--- src/rtl/sbpg_pkg.sv ---
`timescale 1ns / 1ps
// ----------------------------------------------------------------------------
// sbpg_pkg: shared types and constants
// Register indexes, field widths and the sequencer state type for the
// signature bit position generator.
// ----------------------------------------------------------------------------
package sbpg_pkg;

  // Field and register widths
  localparam int KeyW      = 32;
  localparam int PosW      = 16;
  localparam int NumW      = 6;
  localparam int CountW    = 7;
  localparam int CfgAddrW  = 2;
  localparam int CfgDataW  = 16;
  localparam int OutDataW  = 24;

  // Register indexes on the configuration port
  localparam logic [CfgAddrW-1:0] RegSigLength    = 2'd0;
  localparam logic [CfgAddrW-1:0] RegBitsPerValue = 2'd1;
  localparam logic [CfgAddrW-1:0] RegIndexMode    = 2'd2;

  // Reset values of the registers
  localparam logic [PosW-1:0]   SigLengthReset    = 16'd64;
  localparam logic [CountW-1:0] BitsPerValueReset = 7'd4;

  // Smallest usable signature length
  localparam logic [PosW-1:0] MinSigLength = 16'd2;

  // Sequencer states
  typedef enum logic [1:0] {
    ST_IDLE,
    ST_MOD_LEN,
    ST_MOD_STEP,
    ST_EMIT
  } state_t;

endpackage

--- src/rtl/signature_bit_position_generator_unit.sv ---
`timescale 1ns / 1ps
// ----------------------------------------------------------------------------
// signature_bit_position_generator_unit: Bloom-style signature positions
// Takes one key per beat and emits a run of signature bit positions built
// by double hashing: start = key mod L, step = 1 + key mod (L-1).
// ----------------------------------------------------------------------------
// Each key gives bits_per_value positions, capped at MAX_POSITIONS. A
// single compare-and-subtract unit does all the work: it runs one restoring
// remainder pass of one key bit per cycle for key mod L, a second pass for
// key mod (L-1), and then one modular add per emitted position. The input
// is not ready until the last position of a run has been handed to the
// output register; that register lets the final position wait while the
// next key is taken. Positions appear on m_tdata in order, with m_tlast on
// the final one. A bits_per_value of zero gives no beats, and a sig_length
// below 2 is used as 2.
module signature_bit_position_generator_unit #(
  parameter int KEY_WIDTH     = 32,
  parameter int MAX_POSITIONS = 64
) (
  input  logic                          clk,
  input  logic                          rst,
  // Configuration write port
  input  logic                          cfg_we,
  input  logic [sbpg_pkg::CfgAddrW-1:0] cfg_addr,
  input  logic [sbpg_pkg::CfgDataW-1:0] cfg_wdata,
  // Key input; tdata: key_value[31:0]
  input  logic                          s_tvalid,
  output logic                          s_tready,
  input  logic [sbpg_pkg::KeyW-1:0]     s_tdata,
  // Position output; tdata: bit_position[15:0], position_number[21:16],
  // zero fill[23:22]; tlast: last
  output logic                          m_tvalid,
  input  logic                          m_tready,
  output logic [sbpg_pkg::OutDataW-1:0] m_tdata,
  output logic                          m_tlast
);
  import sbpg_pkg::*;

  // Used key width and bit counter width
  localparam int KW   = (KEY_WIDTH < KeyW) ? KEY_WIDTH : KeyW;
  localparam int BitW = (KW > 1) ? $clog2(KW) : 1;
  localparam logic [BitW-1:0]   BitTop = BitW'(KW - 1);
  localparam logic [CountW-1:0] MaxCount = CountW'(MAX_POSITIONS);

  // Configuration registers
  logic [PosW-1:0]   sig_length;
  logic [CountW-1:0] bits_per_value;
  logic              index_mode;

  // Sequencer and datapath registers
  state_t            state, state_next;
  logic [KW-1:0]     key;
  logic [BitW-1:0]   bit_idx;
  logic [PosW-1:0]   rem;
  logic [PosW-1:0]   pos;
  logic [PosW-1:0]   stride;
  logic [CountW-1:0] idx;

  // Output register
  logic [PosW-1:0]   out_pos;
  logic [NumW-1:0]   out_num;
  logic              out_last;

  // Derived configuration
  logic [PosW-1:0]   len_eff;
  logic [PosW-1:0]   len_m1;
  logic [CountW-1:0] count_eff;

  // Shared compare-and-subtract unit
  logic [PosW:0]     unit_a;
  logic [PosW:0]     unit_d;
  logic [PosW:0]     unit_y;

  logic              s_acc;
  logic              slot_free;
  logic              emit_last;

  // Write configuration registers
  always_ff @(posedge clk) begin
    if (rst) begin
      sig_length     <= SigLengthReset;
      bits_per_value <= BitsPerValueReset;
      index_mode     <= 1'b0;
    end else if (cfg_we) begin
      case (cfg_addr)
        RegSigLength:    sig_length     <= cfg_wdata;
        RegBitsPerValue: bits_per_value <= cfg_wdata[CountW-1:0];
        RegIndexMode:    index_mode     <= cfg_wdata[0];
        default: ;
      endcase
    end
  end

  // Clamp length and count
  assign len_eff   = (sig_length < MinSigLength) ? MinSigLength : sig_length;
  assign len_m1    = len_eff - PosW'(1);
  assign count_eff = (bits_per_value > MaxCount) ? MaxCount : bits_per_value;

  assign s_tready  = (state == ST_IDLE);
  assign s_acc     = s_tvalid && s_tready;
  assign slot_free = !m_tvalid || m_tready;
  assign emit_last = (idx == count_eff - CountW'(1));

  // Feed the shared unit: remainder step while dividing, modular add while emitting
  always_comb begin
    case (state)
      ST_MOD_LEN: begin
        unit_a = {rem, key[bit_idx]};
        unit_d = {1'b0, len_eff};
      end
      ST_MOD_STEP: begin
        unit_a = {rem, key[bit_idx]};
        unit_d = {1'b0, len_m1};
      end
      default: begin
        unit_a = {1'b0, pos} + {1'b0, stride};
        unit_d = {1'b0, len_eff};
      end
    endcase
    unit_y = (unit_a >= unit_d) ? (unit_a - unit_d) : unit_a;
  end

  // Next state
  always_comb begin
    state_next = state;
    case (state)
      ST_IDLE: begin
        if (s_acc) state_next = ST_MOD_LEN;
      end
      ST_MOD_LEN: begin
        if (bit_idx == '0) state_next = ST_MOD_STEP;
      end
      ST_MOD_STEP: begin
        if (bit_idx == '0) begin
          state_next = (count_eff == '0) ? ST_IDLE : ST_EMIT;
        end
      end
      ST_EMIT: begin
        if (slot_free && emit_last) state_next = ST_IDLE;
      end
      default: state_next = ST_IDLE;
    endcase
  end

  always_ff @(posedge clk) begin
    if (rst) begin
      state <= ST_IDLE;
    end else begin
      state <= state_next;
    end
  end

  // Datapath: capture key, step the remainder passes, advance the position
  always_ff @(posedge clk) begin
    case (state)
      ST_IDLE: begin
        if (s_acc) begin
          key     <= s_tdata[KW-1:0];
          bit_idx <= BitTop;
          rem     <= '0;
        end
      end
      ST_MOD_LEN: begin
        bit_idx <= bit_idx - BitW'(1);
        rem     <= unit_y[PosW-1:0];
        if (bit_idx == '0) begin
          pos     <= unit_y[PosW-1:0];
          rem     <= '0;
          bit_idx <= BitTop;
        end
      end
      ST_MOD_STEP: begin
        bit_idx <= bit_idx - BitW'(1);
        rem     <= unit_y[PosW-1:0];
        if (bit_idx == '0) begin
          stride <= unit_y[PosW-1:0] + PosW'(1);
          idx    <= '0;
        end
      end
      ST_EMIT: begin
        if (slot_free) begin
          pos <= unit_y[PosW-1:0];
          idx <= idx + CountW'(1);
        end
      end
      default: ;
    endcase
  end

  // Output register: load a beat whenever the slot is free during emission
  always_ff @(posedge clk) begin
    if (rst) begin
      m_tvalid <= 1'b0;
    end else if (state == ST_EMIT && slot_free) begin
      m_tvalid <= 1'b1;
    end else if (m_tready) begin
      m_tvalid <= 1'b0;
    end
  end

  always_ff @(posedge clk) begin
    if (state == ST_EMIT && slot_free) begin
      out_pos  <= index_mode ? stride : pos;
      out_num  <= idx[NumW-1:0];
      out_last <= emit_last;
    end
  end

  assign m_tdata = {{(OutDataW - PosW - NumW){1'b0}}, out_num, out_pos};
  assign m_tlast = out_last;

  // Emitted double-hash position stays below the signature length
  a_pos_range: assert property (@(posedge clk) disable iff (rst)
    (m_tvalid && !index_mode) |-> (out_pos < len_eff))
    else $error("bit position not below signature length");

  // Running position stays reduced while emitting
  a_acc_range: assert property (@(posedge clk) disable iff (rst)
    (state == ST_EMIT) |-> (pos < len_eff && stride <= len_eff - PosW'(1)))
    else $error("running position or step out of range");

  // Accepted key starts the first remainder pass
  a_start: assert property (@(posedge clk) disable iff (rst)
    s_acc |=> (state == ST_MOD_LEN && bit_idx == BitTop && rem == '0))
    else $error("key accept did not start remainder pass");

  // Last flag lands on the final ordinal of the run
  a_last_num: assert property (@(posedge clk) disable iff (rst)
    (m_tvalid && m_tlast) |-> (CountW'(out_num) == count_eff - CountW'(1)))
    else $error("last flag on wrong ordinal");

endmodule

--- config.mk ---
export PLATFORM = sky130hd
export DESIGN_NAME = signature_bit_position_generator_unit
export DESIGN_NICKNAME = d
export VERILOG_FILES = /design/src/rtl/sbpg_pkg.sv /design/src/rtl/signature_bit_position_generator_unit.sv
export SDC_FILE = /design/constraint.sdc
export NUM_CORES = 1
export LEC_CHECK = 0
export ABC_AREA = 1
export BUFFER_PORTS_ARGS = -buffer_cell sky130_fd_sc_hd__buf_2
export CORE_UTILIZATION = 55
export CTS_CLUSTER_SIZE = 25
export DETAILED_ROUTE_END_ITERATION = 10
export GPL_TIMING_DRIVEN = 1
export PLACE_DENSITY = 0.76
export RECOVER_POWER = 25
export SETUP_SLACK_MARGIN = 0.1
export SLEW_MARGIN = 20
export SYNTH_ARGS = -nofsm -noshare
export SYNTH_HDL_FRONTEND = slang
export SYNTH_SLANG_ARGS = --single-unit
--- constraint.sdc ---
create_clock -name clk -period 4.72 [get_ports clk]
set_clock_uncertainty 0.2 [all_clocks]
set_input_delay 0.708 -clock clk [delete_from_list [all_inputs] [get_ports clk]]
set_output_delay 0.708 -clock clk [all_outputs]
set_load 0.01 [all_outputs]
======== Word-level counts from Yosys, hierarchy flattened ========
Cells that the tools add are included.
cells by class
  $add $sub $neg .......................... 7
  equality and inequality tests ........... 11
  reduce and logical (&&, ||, !) cells .... 23
  order comparisons ....................... 4
  multiplexer cells ....................... 28
operator list
  operator                                                                count
  16-bit two-way mux                                                      8
  16-bit one-hot mux with 3 select lines                                  1
  16-bit one-hot mux with 2 select lines                                  1
  7-bit two-way mux                                                       3
  16-bit by 16-bit adder with 17-bit output                               1
  17-bit by 16-bit greater-or-equal comparator with 1-bit output          1
  17-bit two-way mux                                                      1
  16-bit by 1-bit adder with 16-bit output (second input constant)        1
  16-bit by 2-bit < comparator with 1-bit output (second input constant)  1
  16-bit by 1-bit subtractor with 16-bit output (second input constant)   1
  16-bit subtractor                                                       1
  5-bit one-hot mux with 3 select lines                                   1
  7-bit one-hot mux with 2 select lines                                   1
  2-bit AND reduction                                                     6
  2-bit two-way mux                                                       5
  5-bit two-way mux                                                       2
  2-bit != test (second input constant)                                   4
  2-bit one-hot mux with 4 select lines                                   1
  7-bit by 1-bit adder with 7-bit output (second input constant)          1
  7-bit == test                                                           1
  7-bit greater-than comparator (second input constant)                   1
  7-bit zero test                                                         1
  7-bit by 1-bit subtractor with 7-bit output (second input constant)     1
  2-bit == test (second input constant)                                   3
  other kinds (16)                                                        25
storage, ports and cells
  output and inout bits ................... 27
  bits of input ports ..................... 55
  register bits after elaboration ......... 142

======== Logic depth before layout (Yosys ltp) ========
  depth after elaboration ................. 8
  depth in mapped cells ................... 35
  gate-level depth less buffers ........... 33

======== Least setup slack after synthesis ========
OpenSTA, ideal clock, no wires.
  path kind ............................... register to register
  start ................................... register sig_length[6]
  end ..................................... register stride[14] (data pin)
  path buffers ............................ 1
  period minus slack after synthesis ...... 4.339 ns
  setup time .............................. 0.252 ns
  arrival time ............................ 3.887 ns
  cell stages (with the launch flop) ...... 33
  setup slack ............................. 0.381 ns
  path through ............................ dfxtp_1 nor2_1 inv_1 nor2_1 nand4_1 nand2_1 ha_1 nand4_1 nor3_1 nand2_1 nor3_1 xnor2_1 ha_1 nand2_1 inv_2 nand2_1 nand2_1 a21oi_1 nand2_2 nand2_4 nand3_4 buf_6 nand2_2 nand2_2 inv_1 ha_1 inv_1 nor2_1 nand3_1 inv_2 nand2_1 nand2_1 nand2_1
between the ends
  longest elaborated chain between the ends .. 7
ends and longest elaborated chain
  what                                                                                                        RTL line                                      text
  start: declaration                                                                                          signature_bit_position_generator_unit.sv:46   logic [PosW-1:0] sig_length;
  start signal: assignment                                                                                    signature_bit_position_generator_unit.sv:81   sig_length <= SigLengthReset;
  start signal: assignment                                                                                    signature_bit_position_generator_unit.sv:86   RegSigLength: sig_length <= cfg_wdata;
  16-bit by 2-bit < comparator with 1-bit output                                                              signature_bit_position_generator_unit.sv:95   assign len_eff = (sig_length < MinSigLength) ? MinSigLength : sig_length;
  16-bit two-way mux *                                                                                        signature_bit_position_generator_unit.sv:95
  16-bit by 1-bit subtractor with 16-bit output                                                               signature_bit_position_generator_unit.sv:96   assign len_m1 = len_eff - PosW'(1);
  16-bit two-way mux *                                                                                        signature_bit_position_generator_unit.sv:106  case (state)
  16-bit subtractor / 17-bit by 16-bit greater-or-equal comparator with 1-bit output (equally long branches)  signature_bit_position_generator_unit.sv:120  unit_y = (unit_a >= unit_d) ? (unit_a - unit_d) : unit_a;
  16-bit two-way mux *                                                                                        signature_bit_position_generator_unit.sv:120
  via unit_y[1]                                                                                               signature_bit_position_generator_unit.sv:72   logic [PosW:0] unit_y;
  16-bit by 1-bit adder with 16-bit output *                                                                  signature_bit_position_generator_unit.sv:176  stride <= unit_y[PosW-1:0] + PosW'(1);
  end signal: assignment                                                                                      signature_bit_position_generator_unit.sv:176
  end: declaration                                                                                            signature_bit_position_generator_unit.sv:56   logic [PosW-1:0] stride;
The timed path passes the listed nets; every way through them passes the cells marked *.
A chain may end at the register's enable or synchronous reset.

======== Final worst setup path ========
  start ................................... register sig_length[9]
  end ..................................... register stride[8] (data pin)
Same word-level chain as after synthesis.

==> qor.txt <==
Routed Antenna Nets: 0
Post-synthesis xor/xnor area fraction: 3.14%
Final Hold Fails: 0
TritonCTS clock tree: built
Port Buf Inserts: 79
Reg2reg setup slack: 0.32 ns
Most frequent cells in the layout: nand2_1, inv_1, nor2_1
CP endpoint kind: flip-flop
Worst-path clk slew: 0.06 ns
Worst reg2reg path depth: 30
Fraction of layout cells with a size suffix above 1: 20.0%
Worst-skew pair later-pin latency: 0.43 ns
Clk sinks: 142
Simple-gate portion of the synthesized area: 30.7%
Inserted Clock Buffers: 17
WP data required: 4.70 ns
Mux share of post-synthesis cell area: 0%
Antenna Cells: 0
Initial core utilization: 56.3%
# IOs: 82
Post-synthesis cell count: 1149
Reg-to-reg critical path startpoint: sig_length[9]
Final Util: 67.3%
Slew Limit Fails: 0
Area grow syn2layout: 19.4%
Largest family of logic cells by synthesized area: simple AND/OR/NAND/NOR gates
Final wirelength: 22.0 mm
Crit-path max cell delay: 0.36 ns
Endpoints failing setup: 0
H-tree depth: 4
Routed wire per std cell: 14.7 um
Slowest CP cell: dfxtp_4
Multi-input gate area in the final layout: 0.00447 mm^2
Maximum buffer depth of the clock tree: 2
Fill count: 1302
Initial antenna violation count: 0
Yosys warnings: 0
Die span in x: 129 um
Actual slew at the worst max-slew pin: 1.23 ns
Core area: 0.0158 mm^2
CP arrival: 4.38 ns
Placer Congestion: 0.915
Distinct cells, synth: 43
Hold path depth: 1
Critical Path Most Common Cell: nand2_1
FP Rows: 46
Chip height: 129 um
F_max: 227 MHz
Via count: 7801
Number of vias per cell: 5.21
Number of global-route vias before repair: 7273
Outcome: finished clean
RSZ-0062 raised after global routing: true
GRT Resource Usage Total: 27.0%
Number of synthesized register bits: 142
CTS root buffer: clkbuf_16
DR pass1 iterations: 6
Worst setup SP type: flip-flop
Die ar.: 0.0167 mm^2
HPWL Detailed: 16.5 mm
Max_slew headroom: 17.9%
Min cycle time layout: 4.40 ns
Worst min path class: in -> reg
# Max-Cap Violations: 0
Largest net degree at the start of global routing: 33
Adder-cell share of the synthesized area: 6.34%
Crit path max fanout: 6
R2R Path End: stride[8]
Top cell type's share of synthesized area: 38.7%
FF+latch area: 0.00401 mm^2
# DRC: 0
GRT overflow: 0
Share of the yosys chip area belonging to registers: 44.8%
Detailed Route Iter0 Violations: 565
Top cells by area, synth: edfxtp_1, nand2_1, inv_1
Post-Syn Area per Cell: 7.76 um^2
Critical path type: reg -> reg
Largest area contributor in the netlist: edfxtp_1
First-pass GRT wire length: 34.3 mm
HP Start: s_tdata[18]
Mapped Area: 0.00891 mm^2
Hold Path Sink: key[18]
Period utilisation layout: 93.2%
Synth Area in Compound Gates: 7.17%
Commonest non-fill, non-tap cell in the layout: nand2_1
Nets: 1366
## kinds of logic (layout without fill, tap and decap cells)
group           count (synthesis)  in the layout
buf+inv                       178            308
simple gates                  632            632
other cells                     1              2
compound gates                120            120
flops                         142            142
fa+ha+maj                      44             44
xor+xnor                       32             32
## layer usage
layer / part of all wire [%] / up-vias / global-route usage (%) / wire (um)
met4: 2.7 / 0 / 11.5 / 595
met3: 4.9 / 41 / 4.95 / 1080
met2: 48 / 238 / 44.4 / 10500
met5: 0 / - / 0 / 0
li1: - / 3966 / - / -
met1: 45 / 3556 / 35.0 / 9850
## worst max-delay path by stage
stage	start	endpoint	slack, ns	cells past startpoint
floorplan	sig_length[6]	stride[14]	0.38	32
global placement	sig_length[6]	stride[8]	0.11	29
detailed placement	pos[0]	stride[14]	0.03	27
CTS	sig_length[6]	stride[14]	0.11	30
global route	sig_length[11]	stride[14]	-0.006	29
finish	sig_length[9]	stride[8]	0.32	30
## cell usage after synthesis (all sizes together)
| cell type | n |
|---|---|
| o211ai | 3 |
| clkbuf | 13 |
| nor4 | 1 |
| a21boi | 2 |
| inv | 153 |
| buf | 9 |
| conb | 1 |
| nand3b | 4 |
| xnor2 | 11 |
| ha | 42 |
| a211oi | 1 |
| a21oi | 49 |
| nand2 | 354 |
| clkinv | 3 |
| a31oi | 2 |
| a21o | 1 |
| fa | 2 |
| o21a | 1 |
| and2 | 4 |
| o21ai | 59 |
| nor3 | 11 |
| or2 | 11 |
| nor2 | 154 |
| dfxtp | 27 |
| xor2 | 21 |
| o31ai | 1 |
| nand4 | 22 |
| o21bai | 1 |
| edfxtp | 115 |
| nand3 | 71 |
## registers in the layout, indices dropped and copies added (netlist names)
register,count
bit_idx,5
bits_per_value,7
idx,7
index_mode,1
key,32
m_tlast,1
m_tvalid,1
out_num,6
out_pos,16
pos,16
rem,16
sig_length,16
state,2
stride,16
## area by class of cell
type,count,share of cell area (%)
inverters,156,5.55
repair buffers,120,6.49
flip-flops and latches,142,37.7
well taps,216,2.54
clock inverters,15,1.74
clock buffers,17,4.00
multi-input cells,830,42.0
## worst max-delay path: cells and delay by family, from the launching register on
kind	cells	cell delay, ns
XOR/XNOR	1	0.11
adder cells (fa/ha/maj)	3	0.64
buffers and inverters	4	0.38
flip-flops	1	0.36
AND/OR/NAND/NOR	22	2.44
## through the flow
step                      setup slack (ns)  instances  hold slack, ns  TNS (ns)  cell area [um^2]
after global placement               0.110       1449           0.275         0              9670
final                                0.320       1496           0.250         0             10600
after global routing              -0.00630       1496           0.235  -0.00798             10600
after floorplan                      0.381       1150           0.250         0              8920
after detailed placement            0.0310       1449           0.287         0              9670
after CTS                            0.106       1482           0.234         0             10300
## timing repair
action / CTS / global route
resized for setup: 3 / 71
hold buffers: 0 / 0
pin swaps: 1 / 23
setup buffers: 1 / 14
setup endpoints to repair: 4 / 13
Power is left out: the tool's default activity adds up to more than one toggle a clock period on the data nets, which glitch-free logic cannot reach.
